### src/rtl/cmbb_pkg.sv
// ----------------------------------------------------------------------------
// Colour-match bounding box: shared package
// Register indexes, reset values, configuration, result and queue status types.
// ----------------------------------------------------------------------------
package cmbb_pkg;

   localparam int REQ_DATA_W = 24;
   localparam int RSP_DATA_W = 48;
   localparam int CSR_INDEX_W = 3;
   localparam int CSR_DATA_W = 12;
   localparam int COLOUR_W = 8;
   localparam int TOL_W = 6;
   localparam int FSIZE_W = 12;
   localparam int SIZE_W = 17;
   localparam int BOX_W = 11;

   localparam logic [FSIZE_W-1:0] FRAME_WIDTH_RESET = 12'd640;
   localparam logic [FSIZE_W-1:0] FRAME_HEIGHT_RESET = 12'd480;

   typedef enum logic [CSR_INDEX_W-1:0] {
      CSR_TARGET_RED   = 3'd0,
      CSR_TARGET_GREEN = 3'd1,
      CSR_TARGET_BLUE  = 3'd2,
      CSR_TOLERANCE    = 3'd3,
      CSR_FRAME_WIDTH  = 3'd4,
      CSR_FRAME_HEIGHT = 3'd5
   } cmbb_csr_type;

   typedef struct packed {
      logic [COLOUR_W-1:0] target_red;
      logic [COLOUR_W-1:0] target_green;
      logic [COLOUR_W-1:0] target_blue;
      logic [TOL_W-1:0]    tolerance;
      logic [FSIZE_W-1:0]  frame_width;
      logic [FSIZE_W-1:0]  frame_height;
   } cmbb_cfg_type;

   typedef struct packed {
      logic [BOX_W-1:0] box_height;
      logic [BOX_W-1:0] box_width;
      logic [BOX_W-1:0] box_y;
      logic [BOX_W-1:0] box_x;
      logic             found;
   } cmbb_result_type;

   typedef struct packed {
      logic       full;
      logic       empty;
      logic [1:0] count;
   } cmbb_queue_status_type;

endpackage

### src/rtl/cmbb_front.sv
// ----------------------------------------------------------------------------
// Colour-match bounding box: front end
// Classifies each pixel against the target colour and stamps it with its
// column, row and an end-of-frame mark from the raster counters.
// ----------------------------------------------------------------------------
module cmbb_front
   import cmbb_pkg::*;
#(
   parameter int MAX_WIDTH = 2048,
   parameter int MAX_HEIGHT = 2048,
   parameter int CW = 11,
   parameter int RW = 11
) (
   input  logic                 clock,
   input  logic                 reset,
   input  cmbb_cfg_type         cfg,
   input  logic                 accept,
   input  logic [REQ_DATA_W-1:0] pixel,
   output logic [CW+RW+1:0]     entry
);

   logic [CW-1:0]     col_ff, col_in;
   logic [RW-1:0]     row_ff, row_in;
   logic [SIZE_W-1:0] w_eff, h_eff, w_last, h_last, fw_ext, fh_ext;
   logic              col_end, row_end, match;

   function automatic logic colour_in_range(input logic [COLOUR_W-1:0] value,
                                            input logic [COLOUR_W-1:0] target,
                                            input logic [TOL_W-1:0] tol);
      logic [COLOUR_W:0] v_hi, t_hi;
      v_hi = {1'b0, value} + {3'b0, tol};
      t_hi = {1'b0, target} + {3'b0, tol};
      return (v_hi >= {1'b0, target}) && ({1'b0, value} <= t_hi);
   endfunction

   always_comb begin
      fw_ext = SIZE_W'(cfg.frame_width);
      fh_ext = SIZE_W'(cfg.frame_height);
      if (cfg.frame_width == '0) begin
         w_eff = SIZE_W'(1);
      end else if (fw_ext > SIZE_W'(MAX_WIDTH)) begin
         w_eff = SIZE_W'(MAX_WIDTH);
      end else begin
         w_eff = fw_ext;
      end
      if (cfg.frame_height == '0) begin
         h_eff = SIZE_W'(1);
      end else if (fh_ext > SIZE_W'(MAX_HEIGHT)) begin
         h_eff = SIZE_W'(MAX_HEIGHT);
      end else begin
         h_eff = fh_ext;
      end
      w_last = w_eff - SIZE_W'(1);
      h_last = h_eff - SIZE_W'(1);
      col_end = SIZE_W'(col_ff) >= w_last;
      row_end = SIZE_W'(row_ff) >= h_last;

      match = colour_in_range(pixel[7:0], cfg.target_red, cfg.tolerance)
           && colour_in_range(pixel[15:8], cfg.target_green, cfg.tolerance)
           && colour_in_range(pixel[23:16], cfg.target_blue, cfg.tolerance);

      col_in = col_ff;
      row_in = row_ff;
      if (accept) begin
         if (col_end) begin
            col_in = '0;
            row_in = row_end ? '0 : row_ff + RW'(1);
         end else begin
            col_in = col_ff + CW'(1);
         end
      end
   end

   assign entry = {match, col_end && row_end, row_ff, col_ff};

   always_ff @(posedge clock) begin
      if (reset) begin
         col_ff <= '0;
         row_ff <= '0;
      end else begin
         col_ff <= col_in;
         row_ff <= row_in;
      end
   end

endmodule

### src/rtl/cmbb_queue.sv
// ----------------------------------------------------------------------------
// Colour-match bounding box: decoupling queue
// Two-entry register queue between the front end and the box tracker.
// ----------------------------------------------------------------------------
module cmbb_queue
   import cmbb_pkg::*;
#(
   parameter int WIDTH = 24
) (
   input  logic                  clock,
   input  logic                  reset,
   input  logic                  push,
   input  logic [WIDTH-1:0]      push_data,
   input  logic                  pop,
   output logic [WIDTH-1:0]      pop_data,
   output cmbb_queue_status_type status
);

   logic [WIDTH-1:0] data_ff [2];
   logic             wptr_ff, wptr_in, rptr_ff, rptr_in;
   logic [1:0]       count_ff, count_in;

   always_comb begin
      wptr_in = push ? ~wptr_ff : wptr_ff;
      rptr_in = pop ? ~rptr_ff : rptr_ff;
      count_in = count_ff;
      if (push && !pop) begin
         count_in = count_ff + 2'd1;
      end else if (pop && !push) begin
         count_in = count_ff - 2'd1;
      end
   end

   assign pop_data = data_ff[rptr_ff];
   assign status.full = count_ff == 2'd2;
   assign status.empty = count_ff == 2'd0;
   assign status.count = count_ff;

   always_ff @(posedge clock) begin
      if (push) begin
         data_ff[wptr_ff] <= push_data;
      end
      if (reset) begin
         wptr_ff <= 1'b0;
         rptr_ff <= 1'b0;
         count_ff <= 2'd0;
      end else begin
         wptr_ff <= wptr_in;
         rptr_ff <= rptr_in;
         count_ff <= count_in;
      end
   end

endmodule

### src/rtl/cmbb_back.sv
// ----------------------------------------------------------------------------
// Colour-match bounding box: box tracker
// Folds classified pixels into the running box and registers one result at
// the end of each frame, then clears the box.
// ----------------------------------------------------------------------------
module cmbb_back
   import cmbb_pkg::*;
#(
   parameter int CW = 11,
   parameter int RW = 11
) (
   input  logic            clock,
   input  logic            reset,
   input  logic [CW+RW+1:0] head,
   input  logic            head_valid,
   output logic            pop,
   output logic            rsp_valid,
   input  logic            rsp_ready,
   output cmbb_result_type rsp_result
);

   logic            any_ff, any_in, any_n;
   logic [CW-1:0]   left_ff, left_in, left_n, right_ff, right_in, right_n, col, dx;
   logic [RW-1:0]   top_ff, top_in, top_n, bottom_ff, bottom_in, bottom_n, row, dy;
   logic            match, eof;
   logic            valid_ff, valid_in;
   cmbb_result_type result_ff, result_in;

   assign col = head[CW-1:0];
   assign row = head[CW+RW-1:CW];
   assign eof = head[CW+RW];
   assign match = head[CW+RW+1];

   assign pop = head_valid && (!eof || !valid_ff || rsp_ready);

   always_comb begin
      any_n = any_ff;
      left_n = left_ff;
      right_n = right_ff;
      top_n = top_ff;
      bottom_n = bottom_ff;
      if (match) begin
         any_n = 1'b1;
         if (!any_ff || col < left_ff) left_n = col;
         if (!any_ff || col > right_ff) right_n = col;
         if (!any_ff || row < top_ff) top_n = row;
         if (!any_ff || row > bottom_ff) bottom_n = row;
      end
      dx = right_n - left_n;
      dy = bottom_n - top_n;

      any_in = any_ff;
      left_in = left_ff;
      right_in = right_ff;
      top_in = top_ff;
      bottom_in = bottom_ff;
      result_in = result_ff;
      valid_in = valid_ff && !rsp_ready;
      if (pop) begin
         if (eof) begin
            any_in = 1'b0;
            left_in = '1;
            right_in = '0;
            top_in = '1;
            bottom_in = '0;
            valid_in = 1'b1;
            result_in = '0;
            if (any_n) begin
               result_in.found = 1'b1;
               result_in.box_x = BOX_W'(left_n);
               result_in.box_y = BOX_W'(top_n);
               result_in.box_width = BOX_W'(dx);
               result_in.box_height = BOX_W'(dy);
            end
         end else begin
            any_in = any_n;
            left_in = left_n;
            right_in = right_n;
            top_in = top_n;
            bottom_in = bottom_n;
         end
      end
   end

   assign rsp_valid = valid_ff;
   assign rsp_result = result_ff;

   always_ff @(posedge clock) begin
      if (reset) begin
         result_ff <= '0;
         left_ff <= '1;
         right_ff <= '0;
         top_ff <= '1;
         bottom_ff <= '0;
         any_ff <= 1'b0;
         valid_ff <= 1'b0;
      end else begin
         result_ff <= result_in;
         left_ff <= left_in;
         right_ff <= right_in;
         top_ff <= top_in;
         bottom_ff <= bottom_in;
         any_ff <= any_in;
         valid_ff <= valid_in;
      end
   end

endmodule

### src/rtl/colour_match_bounding_box_top.sv
// ----------------------------------------------------------------------------
// Colour-match bounding box: top level
// Takes one pixel per cycle and gives one box result per frame.
// A frame's last pixel passes through the queue, then its result is registered;
// this is delayed only while the queue still drains pixels held by a stall.
// Throughput: one pixel per cycle, set by the two-entry queue and the result
// register; pixels stall only while a result waits to be taken.
// Reset clears counters, box, queue and result, and restores the registers.
// ----------------------------------------------------------------------------
module colour_match_bounding_box_top
   import cmbb_pkg::*;
#(
   parameter int MAX_WIDTH = 2048,
   parameter int MAX_HEIGHT = 2048
) (
   input  logic                   clock,
   input  logic                   reset,
   input  logic                   req_tvalid,
   output logic                   req_tready,
   // red [7:0], green [15:8], blue [23:16]
   input  logic [REQ_DATA_W-1:0]  req_tdata,
   output logic                   rsp_tvalid,
   input  logic                   rsp_tready,
   // found [0], box_x [11:1], box_y [22:12], box_width [33:23],
   // box_height [44:34], zero [47:45]
   output logic [RSP_DATA_W-1:0]  rsp_tdata,
   input  logic                   csr_valid,
   output logic                   csr_ready,
   input  logic [CSR_INDEX_W-1:0] csr_index,
   input  logic [CSR_DATA_W-1:0]  csr_data
);

   localparam int CW = (MAX_WIDTH > 1) ? $clog2(MAX_WIDTH) : 1;
   localparam int RW = (MAX_HEIGHT > 1) ? $clog2(MAX_HEIGHT) : 1;
   localparam int EW = CW + RW + 2;

   cmbb_cfg_type          cfg_ff, cfg_in;
   cmbb_queue_status_type q_status;
   cmbb_result_type       result;
   logic [EW-1:0]         front_entry, head;
   logic                  accept, back_pop;

   assign csr_ready = !reset;

   always_comb begin
      cfg_in = cfg_ff;
      if (csr_valid) begin
         case (csr_index)
            CSR_TARGET_RED:   cfg_in.target_red = csr_data[COLOUR_W-1:0];
            CSR_TARGET_GREEN: cfg_in.target_green = csr_data[COLOUR_W-1:0];
            CSR_TARGET_BLUE:  cfg_in.target_blue = csr_data[COLOUR_W-1:0];
            CSR_TOLERANCE:    cfg_in.tolerance = csr_data[TOL_W-1:0];
            CSR_FRAME_WIDTH:  cfg_in.frame_width = csr_data;
            CSR_FRAME_HEIGHT: cfg_in.frame_height = csr_data;
            default:          cfg_in = cfg_ff;
         endcase
      end
   end

   always_ff @(posedge clock) begin
      if (reset) begin
         cfg_ff.target_red <= '0;
         cfg_ff.target_green <= '0;
         cfg_ff.target_blue <= '0;
         cfg_ff.tolerance <= '0;
         cfg_ff.frame_width <= FRAME_WIDTH_RESET;
         cfg_ff.frame_height <= FRAME_HEIGHT_RESET;
      end else begin
         cfg_ff <= cfg_in;
      end
   end

   assign req_tready = !reset && !q_status.full;
   assign accept = req_tvalid && req_tready;

   cmbb_front #(
      .MAX_WIDTH  (MAX_WIDTH),
      .MAX_HEIGHT (MAX_HEIGHT),
      .CW         (CW),
      .RW         (RW)
   ) u_front (
      .clock  (clock),
      .reset  (reset),
      .cfg    (cfg_ff),
      .accept (accept),
      .pixel  (req_tdata),
      .entry  (front_entry)
   );

   cmbb_queue #(
      .WIDTH (EW)
   ) u_queue (
      .clock     (clock),
      .reset     (reset),
      .push      (accept),
      .push_data (front_entry),
      .pop       (back_pop),
      .pop_data  (head),
      .status    (q_status)
   );

   cmbb_back #(
      .CW (CW),
      .RW (RW)
   ) u_back (
      .clock      (clock),
      .reset      (reset),
      .head       (head),
      .head_valid (!q_status.empty),
      .pop        (back_pop),
      .rsp_valid  (rsp_tvalid),
      .rsp_ready  (rsp_tready),
      .rsp_result (result)
   );

   assign rsp_tdata = {3'b000, result};

   assert property (@(posedge clock) disable iff (reset)
      rsp_tvalid && !rsp_tdata[0] |-> rsp_tdata[44:1] == 44'd0)
      else $error("empty frame result carries a non-zero box");

   assert property (@(posedge clock) disable iff (reset)
      q_status.count != 2'd3)
      else $error("queue occupancy beyond its depth");

   assert property (@(posedge clock) disable iff (reset)
      back_pop |-> !q_status.empty)
      else $error("box tracker popped an empty queue");

   assert property (@(posedge clock) disable iff (reset)
      rsp_tvalid && !rsp_tready && back_pop |-> !head[CW+RW])
      else $error("end of frame consumed while the result is still held");

endmodule
### config.mk
export PLATFORM = sky130hd
export DESIGN_NAME = colour_match_bounding_box_top
export DESIGN_NICKNAME = d
export VERILOG_FILES = /design/src/rtl/cmbb_pkg.sv /design/src/rtl/cmbb_front.sv /design/src/rtl/cmbb_queue.sv /design/src/rtl/cmbb_back.sv /design/src/rtl/colour_match_bounding_box_top.sv
export SDC_FILE = /design/constraint.sdc
export NUM_CORES = 1
export LEC_CHECK = 0
export ABC_AREA = 1
export CELL_PAD_IN_SITES_DETAIL_PLACEMENT = 1
export CELL_PAD_IN_SITES_GLOBAL_PLACEMENT = 2
export CORE_ASPECT_RATIO = 1.25
export CORE_UTILIZATION = 41
export DETAILED_ROUTE_END_ITERATION = 7
export DONT_BUFFER_PORTS = 1
export GPL_ROUTABILITY_DRIVEN = 0
export MAX_ROUTING_LAYER = met4
export PLACE_DENSITY_LB_ADDON = 0.3
export SLEW_MARGIN = 5
export SYNTH_ARGS = -nofsm -noshare
export SYNTH_HDL_FRONTEND = slang
export SYNTH_SLANG_ARGS = --single-unit
export TNS_END_PERCENT = 50
### constraint.sdc
create_clock -name clock -period 7.35 [get_ports clock]
set_input_delay 0.3675 -clock clock [delete_from_list [all_inputs] [get_ports clock]]
set_output_delay 0.3675 -clock clock [all_outputs]
set_load 0.005 [all_outputs]
==> Word-level counts from Yosys, hierarchy flattened <==
Memory sizes are Yosys's and may differ from the RTL's. A register that Yosys moved wholly into a read port is not among the register bits.
Index checks and enable logic that the tools add are counted.
{ "totals": {"reg_bits": 171, "latch_bits": 0, "ramBits": 48, "rom_bits": 0, "word_cells": 128, "n_memories": 1} }
{ "classes": {"n_addsub": 14, "multipliers": 0, "div_mod_pow": 0, "n_lt_le_gt_ge": 14, "n_eq_ne": 6, "shifts": 0, "n_mux": 29, "bitwise": 2, "reduce_logical": 40} }
{ "mem_list": {"columns": ["name", "depth", "width", "read_ports", "rd_clocked_by_memory_dff", "wr", "line", "text"], "rows": [
  ["u_queue.data_ff", 2, 24, 1, 1, 1, "cmbb_queue.sv:19", "logic [WIDTH-1:0] data_ff [2];"]
]} }
{ "op_table": {"columns": ["cell", "n"], "rows": [
  ["$mux W11", 14],
  ["$add A8 B6 Y9", 6],
  ["$mux W45", 1],
  ["$ge A11 B17 Y1", 2],
  ["$mux W17", 2],
  ["$sub A17 B1 Y17 const B", 2],
  ["$ge A9 B8 Y1", 3],
  ["$le A8 B9 Y1", 3],
  ["$gt A12 B12 Y1 const B", 2],
  ["$logic_not A12 Y1", 2],
  ["$mux W12", 2],
  ["$add A11 B1 Y11 const B", 2],
  ["$gt A11 B11 Y1", 2],
  ["$lt A11 B11 Y1", 2],
  ["$sub A11 B11 Y11", 2],
  ["$reduce_and A2 Y1", 8],
  ["$logic_and A1 B1 Y1", 12],
  ["$logic_not A1 Y1", 9],
  ["$mux W1", 8],
  ["$eq A3 B2 Y1 const B", 2],
  ["$eq A3 B3 Y1 const B", 2],
  ["$logic_or A1 B1 Y1", 6],
  ["$mux W2", 2],
  ["$eq A3 B1 Y1 const B", 1],
  ["other kinds (7)", 8]
]} }

==> Depth between registers and ports, before layout <==
{ "logic_depth": {"word_depth": 8, "mapped_depth": 30, "depth_no_buf": 28} }

==> Cells and area by module <==
A second synthesis with hierarchy kept.
{ "hier_totals": {"hier_cells": 1967, "area_unflattened_um2": 15000.6} }
{ "modules_own_cells": {"columns": ["module", "instances", "cells_each", "area_each_um2", "seq_area_each_um2"], "rows": [
  ["cmbb_back", 1, 817, 5870.6, 1821.7],
  ["cmbb_front", 1, 721, 4863.4, 440.4],
  ["colour_match_bounding_box_top", 1, 321, 2202.1, 1081.0],
  ["cmbb_queue", 1, 108, 2064.5, 1541.5]
]} }

==> Least setup slack after synthesis <==
OpenSTA, ideal clock, no wires.
{ "synth_timing": {"path_type": "reg-to-reg", "startpoint": "register with a tool-made name", "endpoint": "register u_back.result_ff, in the netlist u_back.rsp_result[30]", "setup_ns": 0.117, "arrival_time_ns": 3.621, "required_time_ns": 7.233, "path_slack_ns": 3.612, "stages_incl_launch_ff": 29, "path_buffers": 2, "period_less_slack_ns": 3.738, "path_cell_list": "dfxtp_1 -> inv_2 -> clkbuf_1 -> or2_2 -> o21ai_0 -> inv_1 -> ha_1 -> nand2_1 -> nor2_1 -> and2_1 -> nand2_1 -> nand3_1 -> nand2_1 -> nand2_1 -> nand2_2 -> buf_2 -> nand2_1 -> o21ai_0 -> ha_1 -> nand2_1 -> o21ai_0 -> a21oi_1 -> or2_2 -> nand2_1 -> nand2_1 -> nand2_1 -> nand2_1 -> nand2_1 -> o21ai_1"} }
{ "synth_lines": {"columns": ["element", "line", "text"], "rows": [
  ["end signal: assignment", "cmbb_back.sv:98", "result_ff <= result_in;"],
  ["end: declaration", "cmbb_back.sv:27", "cmbb_result_type result_ff, result_in;"]
]} }

==> impl_metrics.yaml <==
floorplanning:
  rows: 76
  ios: 95
  start_util: 0.416
  dieWidth_um: 169
  dieArea_um2: 35500
  die_y_um: 211
  coreArea_um2: 34300
synthesis:
  synth_flop_cell: "dfxtp_1"
  synthCells: 1867
  yosys.area.top_type_share: 0.241
  seq_area_frac_synth: 0.342
  synthArstFlopShare: 0
  synth_most_common_cell: "nand2_1"
  synthTopCellsByCount: "374 x nand2_1, 225 x inv_1, 190 x a21oi_1, 173 x ha_1, 172 x dfxtp_1"
  synth.distinct_cells: 56
  synth-edff-count: 48
  yosysWarnings: 0
  yosysTopAreaCell: "dfxtp_1"
  ys_seq_elements: 220
  avgSynthCellArea_um2: 7.64
  synth_area_um2: 14300
  synth.top_cells.by_area: "dfxtp_1 24%, ha_1 15%, edfxtp_1 10%"
power_and_ir_drop:
  power_w: 0.00488
  leakage_nw: 6.92
  powerDensity_nw_per_um2: 313
  irDropWorstVdd_mv: 0.168
sta:
  fin_crit_ps: 5170
  worst_slew_pin_slew_ps: 1150
  fmax_mhz: 193
  finalSetupViolations: 0
  drv_slew: 0
  fin_crit_sh: 0.703
  finalWorstSetupSlack_ps: 2180
  timing.setup.tns_ps: 0
  fin_hold_ws_ps: 38.4
  finClkSkew_ps: 10.3
  rsz0062_at_grt: "no"
  max-slew-margin-rel: 0.231
  final_hold_viol_count: 0
cts:
  clock_latency_ps: 530
  ctsResizeCount: 0
  cts_tree: "done"
  clk_pin_slew_ps: 60
  root_buffer: "clkbuf_16"
  cts_buffer_depth: 3
  cts.htree.levels: 1
  cts_inserted_buffers: 25
  clock-sinks: 220
  postCtsSetupRepairBufs: 0
global_routing:
  grt_first_pass_wirelength_um: 62000
  grt_max_degree: 70
  grt_pass1_vias: 12600
  gr-total-overflow: 0
  grt_util_all_layers: 0.223
  antenna_found_initial: 0
setup_path:
  cp_slowest_cell: "dfxtp_1"
  critPathMaxFanout: 25
  crit_path_frequent_cell: "nand2_1"
  critical_path_required_ps: 7820
  worst-setup-path-type: "register to register"
  start_kind: "register"
  critical-path-max-stage-delay_ps: 800
  crit_arrival_ps: 5640
  end_kind: "register"
job:
  max-cap-violations: 0
outcome:
  status: "complete, no violations"
finish:
  layout.cells.non_filler: 2341
  final_net_count: 2080
  n_antenna_cell: 0
  multiInputGateArea_um2: 8250
  area_growth_pct: 9.37
  drive_gt1_frac: 0.0705
  seqCellArea_um2: 4880
  fillers: 4274
drt:
  routedWlPerCell_um: 16.1
  dr.first_iter.drc_count: 348
  vias: 12100
  vias_per_cell: 5.17
  wl_um: 37800
  firstDrtPassIters: 5
  drc: 0
  drtAntennaViolNets: 0
placement:
  dp_hpwl_um: 29600
  post-place-ws_ps: 2140
  dp.cells: 2287
  io_buffers: 0
min_path:
  hold_class: "input port to register"
[cells in the final DEF, fill, tap and decap left out, types with 9 or more instances in the layout]
cell type / count
nor2_1: 106
nand2_2: 19
dfxtp_1: 172
xor2_1: 37
a21oi_1: 190
nand2_1: 374
or2_2: 26
a21oi_2: 9
ha_1: 173
inv_1: 225
o21ai_0: 152
edfxtp_1: 48
nand4_1: 20
clkbuf_16: 25
xnor2_1: 31
inv_2: 9
nor3_1: 9
o21ai_1: 58
nand3_1: 82
[cells by family (layout without fill, tap and decap cells)]
group / after synthesis / count (layout) / share of synthesized area
AND/OR/NAND/NOR: 662 / 662 / 0.202
AO/OA/AOI/OAI: 448 / 448 / 0.169
buffers and inverters: 287 / 291 / 0.0811
flip-flops: 220 / 220 / 0.342
adder cells (fa/ha/maj): 181 / 181 / 0.163
XOR/XNOR: 68 / 68 / 0.0418
other: 1 / 3 / 0.000263
[state kept, by name, summed over array words and instances (netlist names), named ones only]
name               cells
u_back.any_ff          1
u_front.row_ff        11
cfg_ff                54
u_queue.data_ff       48
u_queue.count_ff       2
u_back.rsp_result     45
u_back.rsp_valid       1
u_back.bottom_ff      11
u_queue.rptr_ff        1
u_queue.wptr_ff        1
u_back.top_ff         11
u_back.left_ff        11
u_front.col_ff        11
u_back.right_ff       11
[worst paths after layout]
path	cells past startpoint	start	to	slack (ps)
hold / removal	2	csr_data[0]	cfg_ff[24]	40
setup reg to reg	25	register	u_back.rsp_result[42]	2180
setup / recovery	25	register	u_back.rsp_result[42]	2180
hold reg to reg	1	u_queue.rptr_ff	u_queue.rptr_ff	460
[layout make-up]
cell class	instances	share of cell area
Clock buffer	27	0.0412
Multi-Input combinational cell	1362	0.529
Timing Repair Buffer	11	0.00738
Clock inverter	18	0.0156
Sequential cell	220	0.313
Tap cell	468	0.0375
Inverter	235	0.0565
[power breakdown]
part	internal [W]	switching, W	leakage, nW
registers	0.00142	0.000146	1.86
clock network	0.000816	0.000524	0.432
logic	0.000663	0.00131	4.63
[metrics by stage]
stage,area [um2],utilization
2_1_floorplan,14300,-
3_3_place_gp,14600,0.426
3_5_place_dp,14600,0.426
4_1_cts,15600,0.454
5_1_grt,15600,0.454
6_report,15600,0.454
[worst max-delay path, delay by kind of cell (launching register included)]
family / cells / cell delay (ps)
DFF: 1 / 800
adders and majority gates: 2 / 690
buffers and inverters: 3 / 510
and+or+nand+nor: 12 / 1500
AOI/OAI and AO/OA: 8 / 1590
[what timing repair did]
| item | in CTS | in global routing |
|---|---|---|
| setup endpoints to repair | 0 | 0 |
| hold buffers | 9 | 0 |
| endpoints found under the hold margin | 48 | 0 |
[per-layer routing]
layer	track usage	vias to the layer above	wire length, um
li1	-	6205	-
met1	0.235	5658	15500
met2	0.422	171	19900
met3	0.0319	62	1390
met4	0.0680	0	1000
met5	-	-	0
(Power assumes the default switching activity.)
